[src/rtl/core/mtne_pkg.sv]
// mtne_pkg: shared types and constants for the track note extractor.
// No dependencies.
package mtne_pkg;

  localparam int unsigned OpenNotesDefault = 16;

  typedef enum logic [3:0] {
    PH_DELTA     = 4'd0,
    PH_STATUS    = 4'd1,
    PH_DATA1     = 4'd2,
    PH_DATA2     = 4'd3,
    PH_META_TYPE = 4'd4,
    PH_LENGTH    = 4'd5,
    PH_SKIP      = 4'd6,
    PH_ENDED     = 4'd7
  } phase_e;

  typedef enum logic [1:0] {
    KIND_NOTE    = 2'd0,
    KIND_EOT     = 2'd1,
    KIND_FULL    = 2'd2,
    KIND_UNKNOWN = 2'd3
  } kind_e;

  localparam logic [7:0] StatusBit   = 8'h80;
  localparam logic [7:0] DataMask    = 8'h7F;
  localparam logic [7:0] SysHigh     = 8'hF0;
  localparam logic [7:0] MetaStatus  = 8'hFF;
  localparam logic [7:0] MetaEot     = 8'h2F;
  localparam logic [3:0] HiNoteOff   = 4'h8;
  localparam logic [3:0] HiNoteOn    = 4'h9;
  localparam logic [3:0] HiProgram   = 4'hC;
  localparam logic [3:0] HiPressure  = 4'hD;
  localparam logic [7:0] KeyStart    = 8'd64;

  typedef struct packed {
    logic [7:0]  key;
    logic [7:0]  vel;
    logic [31:0] start;
  } note_t;

  // Per-cycle command broadcast to every cell.
  typedef struct packed {
    logic       clear;   // new track: drop all entries
    logic       push;    // append at position count
    logic       remove;  // close the first (oldest) entry with this key
    logic [7:0] key;
    note_t      entry;
  } cell_cmd_t;

endpackage

[src/rtl/core/mtne_cell.sv]
// mtne_cell: one slot of the ordered open-note table.
// Depends on mtne_pkg.
module mtne_cell #(
  parameter int unsigned IdxW = 4
) (
  input  logic                clk_i,
  input  logic                rst_ni,
  input  mtne_pkg::cell_cmd_t cmd_i,
  input  logic [IdxW:0]       my_idx_i,
  input  logic [IdxW:0]       count_i,
  input  logic                prior_hit_i,   // some lower slot matches
  input  mtne_pkg::note_t     next_note_i,   // neighbor above
  output logic                hit_o,         // this slot matches
  output logic                chain_o,       // prior_hit or own hit
  output mtne_pkg::note_t     note_o
);
  mtne_pkg::note_t note_q, note_d;
  logic            valid_q, valid_d;
  logic            occupied;

  assign occupied = valid_q && (my_idx_i < count_i);
  assign hit_o    = occupied && (note_q.key == cmd_i.key);
  assign chain_o  = prior_hit_i || hit_o;
  assign note_o   = note_q;

  always_comb begin
    note_d  = note_q;
    valid_d = valid_q;
    if (cmd_i.clear) begin
      valid_d = 1'b0;
    end else if (cmd_i.push && my_idx_i == count_i) begin
      note_d  = cmd_i.entry;
      valid_d = 1'b1;
    end else if (cmd_i.remove && chain_o) begin
      // shift down from the neighbor above
      note_d = next_note_i;
    end
  end

  always_ff @(posedge clk_i or negedge rst_ni) begin
    if (!rst_ni) begin
      valid_q <= 1'b0;
    end else begin
      valid_q <= valid_d;
    end
  end

  always_ff @(posedge clk_i) begin
    note_q <= note_d;
  end
endmodule

[src/rtl/core/midi_track_note_extractor.sv]
// Track event parser and note pairing; top level.
// Depends on mtne_pkg and mtne_cell.
// One track byte per transfer; each byte is fully handled when accepted, so the
// block takes a byte every cycle while the output register is free or being
// drained. A note-off searches a chain of OPEN_NOTES cells in parallel: each
// cell compares its key, the first hit and all cells above it shift down by
// one. Results (completed note, end of track, table full, unknown status)
// appear in a registered output stage; at most one per byte. After end of
// track, bytes are swallowed until a byte arrives with new_track set.
module midi_track_note_extractor #(
  parameter int unsigned OPEN_NOTES = mtne_pkg::OpenNotesDefault
) (
  input  logic        clk_i,
  input  logic        rst_ni,
  input  logic        valid_i,
  output logic        ready_o,
  input  logic [7:0]  data_byte_i,
  input  logic        new_track_i,
  output logic        valid_o,
  input  logic        ready_i,
  output logic [1:0]  kind_o,
  output logic [7:0]  note_key_o,
  output logic [7:0]  note_velocity_o,
  output logic [31:0] start_tick_o,
  output logic [31:0] duration_ticks_o,
  output logic [7:0]  lowest_key_o,
  output logic [7:0]  highest_key_o
);
  localparam int unsigned IdxW = (OPEN_NOTES > 1) ? $clog2(OPEN_NOTES) : 1;
  localparam logic [IdxW:0] Full = (IdxW+1)'(OPEN_NOTES);

  mtne_pkg::phase_e phase_q, phase_d, ph;
  logic [31:0] acc_q, acc_d, wall_q, wall_d, skip_q, skip_d;
  logic [7:0]  run_q, run_d, cur_q, cur_d, first_q, first_d, meta_q, meta_d;
  logic [7:0]  min_q, min_d, max_q, max_d;
  logic [IdxW:0] cnt_q, cnt_d;

  logic       ov_q, ov_d;
  logic [1:0] okind_q, okind_d;
  logic [7:0] okey_q, okey_d, ovel_q, ovel_d, omin_q, omin_d, omax_q, omax_d;
  logic [31:0] ostart_q, ostart_d, odur_q, odur_d;

  logic fire;
  assign ready_o = !ov_q || ready_i;
  assign fire    = valid_i && ready_o;

  // Cell chain
  mtne_pkg::cell_cmd_t cmd;
  mtne_pkg::note_t     notes [OPEN_NOTES];
  logic [OPEN_NOTES-1:0] hits, chain;
  mtne_pkg::note_t     match_note;
  logic                any_hit;

  for (genvar g = 0; g < OPEN_NOTES; g++) begin : g_cell
    mtne_cell #(.IdxW(IdxW)) u_cell (
      .clk_i, .rst_ni,
      .cmd_i       (cmd),
      .my_idx_i    ((IdxW+1)'(g)),
      .count_i     (cnt_q),
      .prior_hit_i ((g == 0) ? 1'b0 : chain[(g == 0) ? 0 : g-1]),
      .next_note_i (notes[(g+1 < OPEN_NOTES) ? g+1 : g]),
      .hit_o       (hits[g]),
      .chain_o     (chain[g]),
      .note_o      (notes[g])
    );
  end

  assign any_hit = chain[OPEN_NOTES-1];

  // Oldest matching entry: the lowest set bit of hits tells where the first hit sits.
  always_comb begin
    match_note = notes[0];
    for (int i = OPEN_NOTES-1; i >= 0; i--) begin
      if (hits[i]) match_note = notes[i];
    end
  end

  logic [7:0] b;
  logic [31:0] acc_sh;
  logic [3:0]  hi;
  logic        emit;
  logic [1:0]  ekind;
  logic [7:0]  ekey, evel;
  logic [31:0] estart, edur;
  logic        voice_end, event_end;
  logic [7:0]  second;
  logic [31:0] wall_c, acc_c;
  logic [7:0]  run_c, cur_c, min_c, max_c;
  logic [IdxW:0] cnt_c;

  always_comb begin
    b = data_byte_i;
    // per-track clear happens before the byte
    ph     = new_track_i ? mtne_pkg::PH_DELTA : phase_q;
    acc_c  = new_track_i ? 32'd0 : acc_q;
    wall_c = new_track_i ? 32'd0 : wall_q;
    run_c  = new_track_i ? 8'd0 : run_q;
    cur_c  = new_track_i ? 8'd0 : cur_q;
    cnt_c  = new_track_i ? '0 : cnt_q;
    min_c  = new_track_i ? mtne_pkg::KeyStart : min_q;
    max_c  = new_track_i ? mtne_pkg::KeyStart : max_q;
    acc_sh = {acc_c[24:0], b[6:0]};

    phase_d = ph;      acc_d = acc_c;   wall_d = wall_c;
    run_d = run_c;     cur_d = cur_c;
    first_d = new_track_i ? 8'd0 : first_q;
    meta_d  = new_track_i ? 8'd0 : meta_q;
    skip_d  = new_track_i ? 32'd0 : skip_q;
    cnt_d = cnt_c;     min_d = min_c;   max_d = max_c;

    emit = 1'b0; ekind = mtne_pkg::KIND_NOTE;
    ekey = '0; evel = '0; estart = '0; edur = '0;
    voice_end = 1'b0; event_end = 1'b0; second = 8'd0;

    cmd = '0;
    cmd.clear = fire && new_track_i;
    cmd.key   = first_q;

    hi = cur_c[7:4];
    unique case (ph)
      mtne_pkg::PH_DELTA: begin
        acc_d = acc_sh;
        if (!b[7]) begin
          wall_d = wall_c + acc_sh; acc_d = '0; phase_d = mtne_pkg::PH_STATUS;
        end
      end
      mtne_pkg::PH_STATUS: begin
        if (b[7]) begin
          cur_d = b;
          if (b[7:4] == mtne_pkg::SysHigh[7:4]) begin
            acc_d = '0;
            phase_d = (b == mtne_pkg::MetaStatus) ? mtne_pkg::PH_META_TYPE
                                                  : mtne_pkg::PH_LENGTH;
          end else begin
            run_d = b; phase_d = mtne_pkg::PH_DATA1;
          end
        end else if (run_c[7] && run_c[7:4] != mtne_pkg::SysHigh[7:4]) begin
          cur_d = run_c; hi = run_c[7:4]; first_d = b;
          if (hi == mtne_pkg::HiProgram || hi == mtne_pkg::HiPressure) voice_end = 1'b1;
          else phase_d = mtne_pkg::PH_DATA2;
        end else begin
          emit = 1'b1; ekind = mtne_pkg::KIND_UNKNOWN;
          acc_d = {25'd0, b[6:0]};
          phase_d = mtne_pkg::PH_DELTA;
          if (!b[7]) begin
            wall_d = wall_c + {25'd0, b[6:0]}; acc_d = '0;
            phase_d = mtne_pkg::PH_STATUS;
          end
        end
      end
      mtne_pkg::PH_DATA1: begin
        first_d = b;
        if (hi == mtne_pkg::HiProgram || hi == mtne_pkg::HiPressure) voice_end = 1'b1;
        else phase_d = mtne_pkg::PH_DATA2;
      end
      mtne_pkg::PH_DATA2: begin
        voice_end = 1'b1; second = b;
      end
      mtne_pkg::PH_META_TYPE: begin
        meta_d = b; acc_d = '0; phase_d = mtne_pkg::PH_LENGTH;
      end
      mtne_pkg::PH_LENGTH: begin
        acc_d = acc_sh;
        if (!b[7]) begin
          skip_d = acc_sh; acc_d = '0;
          if (acc_sh == 32'd0) event_end = 1'b1;
          else phase_d = mtne_pkg::PH_SKIP;
        end
      end
      mtne_pkg::PH_SKIP: begin
        skip_d = (skip_q != 32'd0) ? skip_q - 32'd1 : skip_q;
        if (skip_d == 32'd0) event_end = 1'b1;
      end
      default: ;
    endcase

    if (event_end) begin
      if (cur_d == mtne_pkg::MetaStatus && meta_d == mtne_pkg::MetaEot) begin
        phase_d = mtne_pkg::PH_ENDED; emit = 1'b1; ekind = mtne_pkg::KIND_EOT;
      end else begin
        phase_d = mtne_pkg::PH_DELTA; acc_d = '0;
      end
    end

    if (voice_end) begin
      phase_d = mtne_pkg::PH_DELTA; acc_d = '0;
      if (hi == mtne_pkg::HiNoteOn && second != 8'd0) begin
        if (cnt_c >= Full) begin
          emit = 1'b1; ekind = mtne_pkg::KIND_FULL;
          ekey = first_d; evel = second; estart = wall_c;
        end else begin
          cmd.push = fire;
          cmd.entry = '{key: first_d, vel: second, start: wall_c};
          cnt_d = cnt_c + 1'b1;
        end
      end else if ((hi == mtne_pkg::HiNoteOn || hi == mtne_pkg::HiNoteOff)
                   && any_hit && !new_track_i) begin
        // Note-off in DATA2 (or DATA1 for one-byte? never) keys on first_q.
        cmd.remove = fire;
        cnt_d = cnt_c - 1'b1;
        if (first_q < min_c) min_d = first_q;
        if (first_q > max_c) max_d = first_q;
        emit = 1'b1; ekind = mtne_pkg::KIND_NOTE;
        ekey = first_q; evel = match_note.vel; estart = match_note.start;
        edur = wall_c - match_note.start;
      end
    end

    ov_d = ov_q && !ready_i;
    okind_d = okind_q; okey_d = okey_q; ovel_d = ovel_q; ostart_d = ostart_q;
    odur_d = odur_q; omin_d = omin_q; omax_d = omax_q;
    if (fire && emit) begin
      ov_d = 1'b1; okind_d = ekind; okey_d = ekey; ovel_d = evel;
      ostart_d = estart; odur_d = edur; omin_d = min_d; omax_d = max_d;
    end
  end

  always_ff @(posedge clk_i or negedge rst_ni) begin
    if (!rst_ni) begin
      phase_q <= mtne_pkg::PH_DELTA;
      acc_q <= '0; wall_q <= '0; skip_q <= '0;
      run_q <= '0; cur_q <= '0; first_q <= '0; meta_q <= '0;
      cnt_q <= '0;
      min_q <= mtne_pkg::KeyStart; max_q <= mtne_pkg::KeyStart;
      ov_q <= 1'b0;
    end else begin
      if (fire) begin
        phase_q <= phase_d;
        acc_q <= acc_d; wall_q <= wall_d; skip_q <= skip_d;
        run_q <= run_d; cur_q <= cur_d; first_q <= first_d; meta_q <= meta_d;
        cnt_q <= cnt_d; min_q <= min_d; max_q <= max_d;
      end
      ov_q <= ov_d;
    end
  end

  always_ff @(posedge clk_i) begin
    okind_q <= okind_d; okey_q <= okey_d; ovel_q <= ovel_d;
    ostart_q <= ostart_d; odur_q <= odur_d; omin_q <= omin_d; omax_q <= omax_d;
  end

  assign valid_o          = ov_q;
  assign kind_o           = okind_q;
  assign note_key_o       = okey_q;
  assign note_velocity_o  = ovel_q;
  assign start_tick_o     = ostart_q;
  assign duration_ticks_o = odur_q;
  assign lowest_key_o     = omin_q;
  assign highest_key_o    = omax_q;
endmodule

[config.mk]
export PLATFORM = sky130hd
export DESIGN_NAME = midi_track_note_extractor
export DESIGN_NICKNAME = d
export VERILOG_FILES = /design/src/rtl/core/mtne_pkg.sv /design/src/rtl/core/mtne_cell.sv /design/src/rtl/core/midi_track_note_extractor.sv
export SDC_FILE = /design/constraint.sdc
export NUM_CORES = 2
export LEC_CHECK = 0
export BUFFER_PORTS_ARGS = -buffer_cell sky130_fd_sc_hd__buf_2
export CORE_MARGIN = 2
export CORE_UTILIZATION = 24
export DETAILED_ROUTE_END_ITERATION = 8
export GPL_TIMING_DRIVEN = 0
export MAX_ROUTING_LAYER = met4
export PLACE_DENSITY = 0.37
export SETUP_SLACK_MARGIN = 0.1
export SYNTH_ARGS = -nofsm -noshare
export SYNTH_HDL_FRONTEND = slang
export SYNTH_HIERARCHICAL = 1
export SYNTH_SLANG_ARGS = --single-unit
[constraint.sdc]
create_clock -name clk_i -period 13.8 [get_ports clk_i]
set_input_delay 2.07 -clock clk_i [delete_from_list [all_inputs] [get_ports clk_i]]
set_output_delay 2.07 -clock clk_i [all_outputs]
set_load 0.02 [all_outputs]
======== Word-level counts from Yosys, hierarchy flattened ========
Cells that the tools add are included.
storage, ports and cells
  register bits after elaboration ......... 1036
  output and inout bits ................... 100
  word-level logic and storage cells ...... 496
operators by class
  add/sub/neg operators ................... 6
  order comparisons ....................... 19
  eq/ne operators ......................... 48
  mux-type cells .......................... 188
  bitwise operators ....................... 3
  reduce and logical (&&, ||, !) cells .... 149
operators with widths
  operator               count
  $mux 48                33
  $mux 40                16
  $mux 32                18
  $mux 8                 30
  $eq 8x8->1             16
  $pmux 32 s2            2
  $pmux 32 s3            1
  $logic_and 1x1->1      72
  $logic_not 32->1       2
  $reduce_bool 2->1      31
  $mux 1                 54
  $mux 4                 13
  $eq 4x5->1 const A     8
  $lt 4x5->1 const A     8
  $add 32x32->32         1
  $add 32x7->32          1
  $reduce_and 2->1       16
  $reduce_bool 32->1     1
  $sub 32x1->32 const B  1
  $sub 32x32->32         1
  $eq 4x4->1 const B     7
  $mux 5                 5
  $eq 3x5->1 const A     4
  $lt 3x5->1 const A     4
  29 further kinds       68

======== Longest topological paths before layout ========
  depth in word-level cells ............... 26
  depth in mapped cells ................... 28
  gate-level depth less buffers ........... 28

======== Modules after synthesis ========
Netlist, hierarchy kept.
modules (own cells, without submodules)
  module                     instances  cells an instance  area an instance (µm²)
  mtne_cell                  16         146                2378.5
  midi_track_note_extractor  1          2940               22725.5

======== Worst setup path after synthesis ========
No wires, ideal clock.
  path type ............................... input port to flip-flop
  start point ............................. in new_track_i
  end point ............................... reg odur_q[0] (netlist: duration_ticks_o[0]) (enable)
  arrival ................................. 8.292 ns
  required time ........................... 13.244 ns
  setup slack ............................. 4.952 ns
  stages on the path ...................... 11
  buffers on the path ..................... 4
  cell sequence ........................... clkbuf_1 nor2b_1 and4_1 buf_2 mux2i_1 nor4_1 clkbuf_1 and3_1 clkbuf_1 nor3_1 nor2_1
between the ends
  word-level cells in the longest chain between the ends .. 14
  elaborated cells between the ends (all ways) .. 59
  classes of those cells .................. order compare (1); eq/ne (15); mux (31); reduce/logical (12)
ends and longest elaborated chain
  item                                                          RTL line                                                            text
  from (decl)                                                   midi_track_note_extractor.sv:18                                     input logic new_track_i,
  $mux 8                                                        midi_track_note_extractor.sv:97                                     run_c = new_track_i ? 8'd0 : run_q;
  $ne 4x4->1                                                    midi_track_note_extractor.sv:137                                    end else if (run_c[7] && run_c[7:4] != mtne_pkg::SysHigh[7:4]) begin
  $logic_and 1x1->1                                             midi_track_note_extractor.sv:137
  $mux 8 / $mux 4 (equally long branches)                       midi_track_note_extractor.sv:137
  $mux 8 / $mux 4 (equally long branches)                       midi_track_note_extractor.sv:128                                    if (b[7]) begin
  $mux 8 / $mux 4 (equally long branches)                       midi_track_note_extractor.sv:120                                    unique case (ph)
  $eq 8x8->1 (tied with other cells)                            midi_track_note_extractor.sv:178                                    if (cur_d == mtne_pkg::MetaStatus && meta_d == mtne_pkg::MetaEot) begin
  $logic_and 1x1->1 / $logic_or 1x1->1 (equally long branches)  midi_track_note_extractor.sv:178, midi_track_note_extractor.sv:196
  $mux 1 / $logic_and 1x1->1 (equally long branches)            midi_track_note_extractor.sv:178, midi_track_note_extractor.sv:197
  $mux 1 / $logic_and 1x1->1 (equally long branches)            midi_track_note_extractor.sv:177, midi_track_note_extractor.sv:197
  $mux 1, on equally long branches                              midi_track_note_extractor.sv:196, midi_track_note_extractor.sv:188
  $mux 1                                                        midi_track_note_extractor.sv:187                                    if (hi == mtne_pkg::HiNoteOn && second != 8'd0) begin
  $mux 1 (*)                                                    midi_track_note_extractor.sv:185                                    if (voice_end) begin
  $logic_and 1x1->1 (*)                                         midi_track_note_extractor.sv:212                                    if (fire && emit) begin
  to (signal assigned)                                          midi_track_note_extractor.sv:239                                    ostart_q <= ostart_d; odur_q <= odur_d; omin_q <= omin_d; omax_q <= omax_d;
  to (decl)                                                     midi_track_note_extractor.sv:41                                     logic [31:0] ostart_q, ostart_d, odur_q, odur_d;
Mark *: on every way between the ends. The rest lies on a longest branch, timed or not.
A chain may end at the register's enable or synchronous reset.

======== Worst setup path after layout ========
  start point ............................. reg cnt_q[4]
  end point ............................... reg odur_q[31] (netlist: duration_ticks_o[31]) (data pin)
between the ends
  elaborated cells between the ends (all ways) .. 84
  classes of those cells .................. add/sub (1); order compare (16); mux (16); bitwise (1); reduce/logical (50)
RTL lines
  item                    RTL line                          text
  from (decl)             midi_track_note_extractor.sv:36   logic [IdxW:0] cnt_q, cnt_d;
  from (signal assigned)  midi_track_note_extractor.sv:231  cnt_q <= cnt_d; min_q <= min_d; max_q <= max_d;
  $lt 4x5->1 (*)          mtne_cell.sv:21                   assign occupied = valid_q && (my_idx_i < count_i);
  $logic_and 1x1->1 (*)   mtne_cell.sv:21
  $logic_and 1x1->1 (*)   mtne_cell.sv:22                   assign hit_o = occupied && (note_q.key == cmd_i.key);
  via hits[13]            midi_track_note_extractor.sv:50   logic [OPEN_NOTES-1:0] hits, chain;
  $mux 40 (14 in series)  midi_track_note_extractor.sv:74   if (hits[i]) match_note = notes[i];
  $sub 32x32->32          midi_track_note_extractor.sv:205  edur = wall_c - match_note.start;
The timed path passes the listed nets; every way through them passes the cells marked *.

==> summary.txt <==
Worst hold path
  – Hold Path Cell Cnt: 2
  – Worst Hold End: max_q[6]
  – Hold/Removal Path Class: reg2reg
  – Hold wc startpoint: max_q[6]

Setup path
  – CP endpoint kind: register
  – Crit-path slowest cell: dfrtp_1
  – CP Launch Type: register
  – Top cell family by delay on the critical path: compound AO/OA/AOI/OAI gates
  – CP dominant cell by count: clkbuf_1
  – Arrival time worst endpoint: 10.13 ns
  – CP required: 14.32 ns
  – Max stage delay on crit path: 1.18 ns
  – Number of cells on the critical path: 28
  – Buf/Inv on CP: 4
  – Reg-to-Reg End: duration_ticks_o[31]
  – Worst r2r path cells: 28
  – CP Class: reg2reg
  – R2r startpoint: cnt_q[4]
  – R2r setup slk: 4.20 ns
  – Crit path max fanout: 22

Placed design
  – Cell Area, Placed: 66500 sq um
  – Placed cells: 8843
  – IO Port Bufs: 111
  – RD Place Congestion: 0.870
  – Detailed placement HPWL: 174 mm

Synthesis
  – Avg Cell Area, Syn: 11.5 sq um
  – Yosys warning count: 6
  – Share of flip-flops with an asynchronous set or reset: 15.8%
  – Register bit total from synthesis: 1029
  – Synth cell types: 90
  – Cells after Synth: 5276
  – Synth Flop Type: edfxtp_1
  – Synth area leaders: edfxtp_1 (43%), mux2_2 (13%), dfrtp_1 (6.6%), ha_1 (3.4%), nor2b_1 (2.4%)
  – EDFF count, synth: 866
  – Leading area contributor after synthesis: edfxtp_1
  – Yosys top cell area share: 42.8%
  – Register area share after synthesis: 49.5%
  – Synthesized area: 60800 sq um

Floorplan
  – Chip width: 507 microns
  – # IOs: 113
  – Initial core utilization: 24.2%
  – Row cnt: 184
  – Chip height: 507 microns
  – Core Box Area: 252000 sq um
  – Die area: 257000 sq um

Detailed routing
  – Drt wl/cell: 24.7 microns
  – Final WL: 225 mm
  – Residual DRC: 0
  – Post-DRT Antenna Nets: 0
  – Detailed-route via count: 42.9k
  – First drt pass iteration count: 5
  – Iteration-0 DRC Markers: 3269
  – Drt via density: 4.71

Cells and area
  – NumNets Final: 5814
  – Share of layout cells above drive strength 1: 21.7%
  – Core Util, Final: 28.2%
  – Final instance area: 70900 sq um
  – Layout Cells excl Fill: 9094
  – Most common cell after layout, fill and taps aside: edfxtp_1
  – Area Overhead vs Synth: 16.7%
  – Most frequent cells in the layout: edfxtp_1 (866), mux2_2 (715), a21oi_1 (293)

STA
  – Slew margin rel.: 6.62%
  – Fmax: 104 MHz
  – Worst-margin pin slew: 1.40 ns
  – Clock Skews: 0.0414 ns
  – RSZ-0062 raised after global routing: no
  – Final worst path period share: 69.6%
  – Final hold vios: 0
  – Slew Limit Fails: 0
  – Hold slack: 0.471 ns
  – Post-layout min period: 9.60 ns
  – Final setup fails: 0

Clocking
  – Cts bufs inserted: 135
  – Post-CTS Setup Bufs: 0
  – Clock Path Buffers: 3
  – Resized Gates After CTS: 0
  – Clock Pin Slew Worst Setup and Hold Paths: 0.06 ns
  – H-tree lvl count: 4
  – Num Clock Sinks: 1029
  – Hold_buf cts: 0
  – Root buf cell: clkbuf_16
  – CTS tree: done
  – Clock latency on the worst-skew pair: 0.81 ns

GRT
  – First-pass GRT wire length: 326 mm
  – GRT Util Overall: 17.8%
  – Initial antenna violation count: 14
  – GR Overflow Total: 0
  – Largest net degree at the start of global routing: 98
  – Number of global-route vias before repair: 44.6k

Status
  – Status: completed

Pwr
  – Pwr/cell area: 105 nW/um^2
  – P_leak: 20.1 nW
  – Peak VDD IR: 0.000104 V

Flow run
  – Max-cap viol count: 0
==> synth_stat cells, drive strengths merged, types with 32 or more instances <==
library cell / number
edfxtp: 866
mux2: 779
a21oi: 293
nand2: 285
nor2: 280
o21ai: 255
inv: 237
nor2b: 237
clkbuf: 213
ha: 164
xnor2: 164
dfrtp: 161
buf: 103
nand4: 100
a22oi: 87
a221oi: 86
o31ai: 85
nand2b: 82
a211oi: 73
nand3: 67
nor4: 61
nor3: 53
a22o: 51
a21o: 41
and3: 38
o21a: 35
nor3b: 32
==> cells by family after synthesis <==
family                   after synthesis  share of synthesized area, %
multiplexers                         806                          14.9
adder cells (fa/ha/maj)              166                          3.44
buffers and inverters                556                          4.45
AND/OR/NAND/NOR                     1318                          11.6
flip-flops                          1029                          49.5
AO/OA/AOI/OAI                       1213                          13.5
XOR/XNOR                             186                          2.68
other                                  2                        0.0124
==> area by class of cell <==
class                   count  area, sq um
diodes                      9         22.5
clock inverters            65          666
fillers                 26000       181000
plain buffers             316         1800
clock buffers             174         3620
multi-input cells        3771        28400
flip-flops and latches   1029        30100
inverters                 240          903
repair buffers            142         1180
well taps                3348         4190
==> per-layer routing <==
metal  vias up  global-route usage, %  wire length, microns
met4         0                   5.42                  6490
met1     21000                   23.4                105000
met3       265                   1.86                  7750
met5         -                      -                     0
li1      20600                      -                     -
met2       967                   28.6                106000
==> power by group <==
part / internal, mW / switching, mW / leakage (nW)
combinational: 0.175 / 0.362 / 10.7
sequential: 3.37 / 0.0683 / 7.33
clock: 2.01 / 1.48 / 2.08
==> how the worst max path moves through the flow <==
stage | startpoint | to | slack (ns)
4_1_cts | cnt_q[4] | duration_ticks_o[30] | 4.00
2_1_floorplan | new_track_i | duration_ticks_o[0] | 4.95
5_1_grt | cnt_q[4] | duration_ticks_o[30] | 3.39
6_report | cnt_q[4] | duration_ticks_o[31] | 4.20
3_3_place_gp | first_q[2] | start_tick_o[6] | -1.25
3_5_place_dp | new_track_i | wall_q[26] | 3.70
==> flip-flops by register name, summed over array words and instances (netlist names) <==
register	count
max_q	8
cur_q	8
valid_o	1
acc_q	25
g_cell.u_cell/note_o	768
lowest_key_o	8
skip_q	32
start_tick_o	32
cnt_q	5
first_q	8
meta_q	8
note_key_o	8
g_cell.u_cell/valid_q	16
wall_q	32
kind_o	2
min_q	8
duration_ticks_o	32
phase_q	4
highest_key_o	8
note_velocity_o	8
run_q	8
==> tightest hold or removal path, stage by stage, from the launching register on <==
cell and delay [ns]:
dfstp_2 0.36, inv_1 0.04, a22oi_1 0.06
==> per-stage QoR <==
step           power, mW  TNS [ns]  worst slack, ns
3_3_place_gp        4.03   -119.18            -1.25
2_1_floorplan       3.81         0             4.95
5_1_grt             7.75         0             3.39
6_report            7.47         0             4.20
3_5_place_dp        4.03         0             3.70
4_1_cts             7.59         0             4.00
Power figures use the tool's default switching activity.
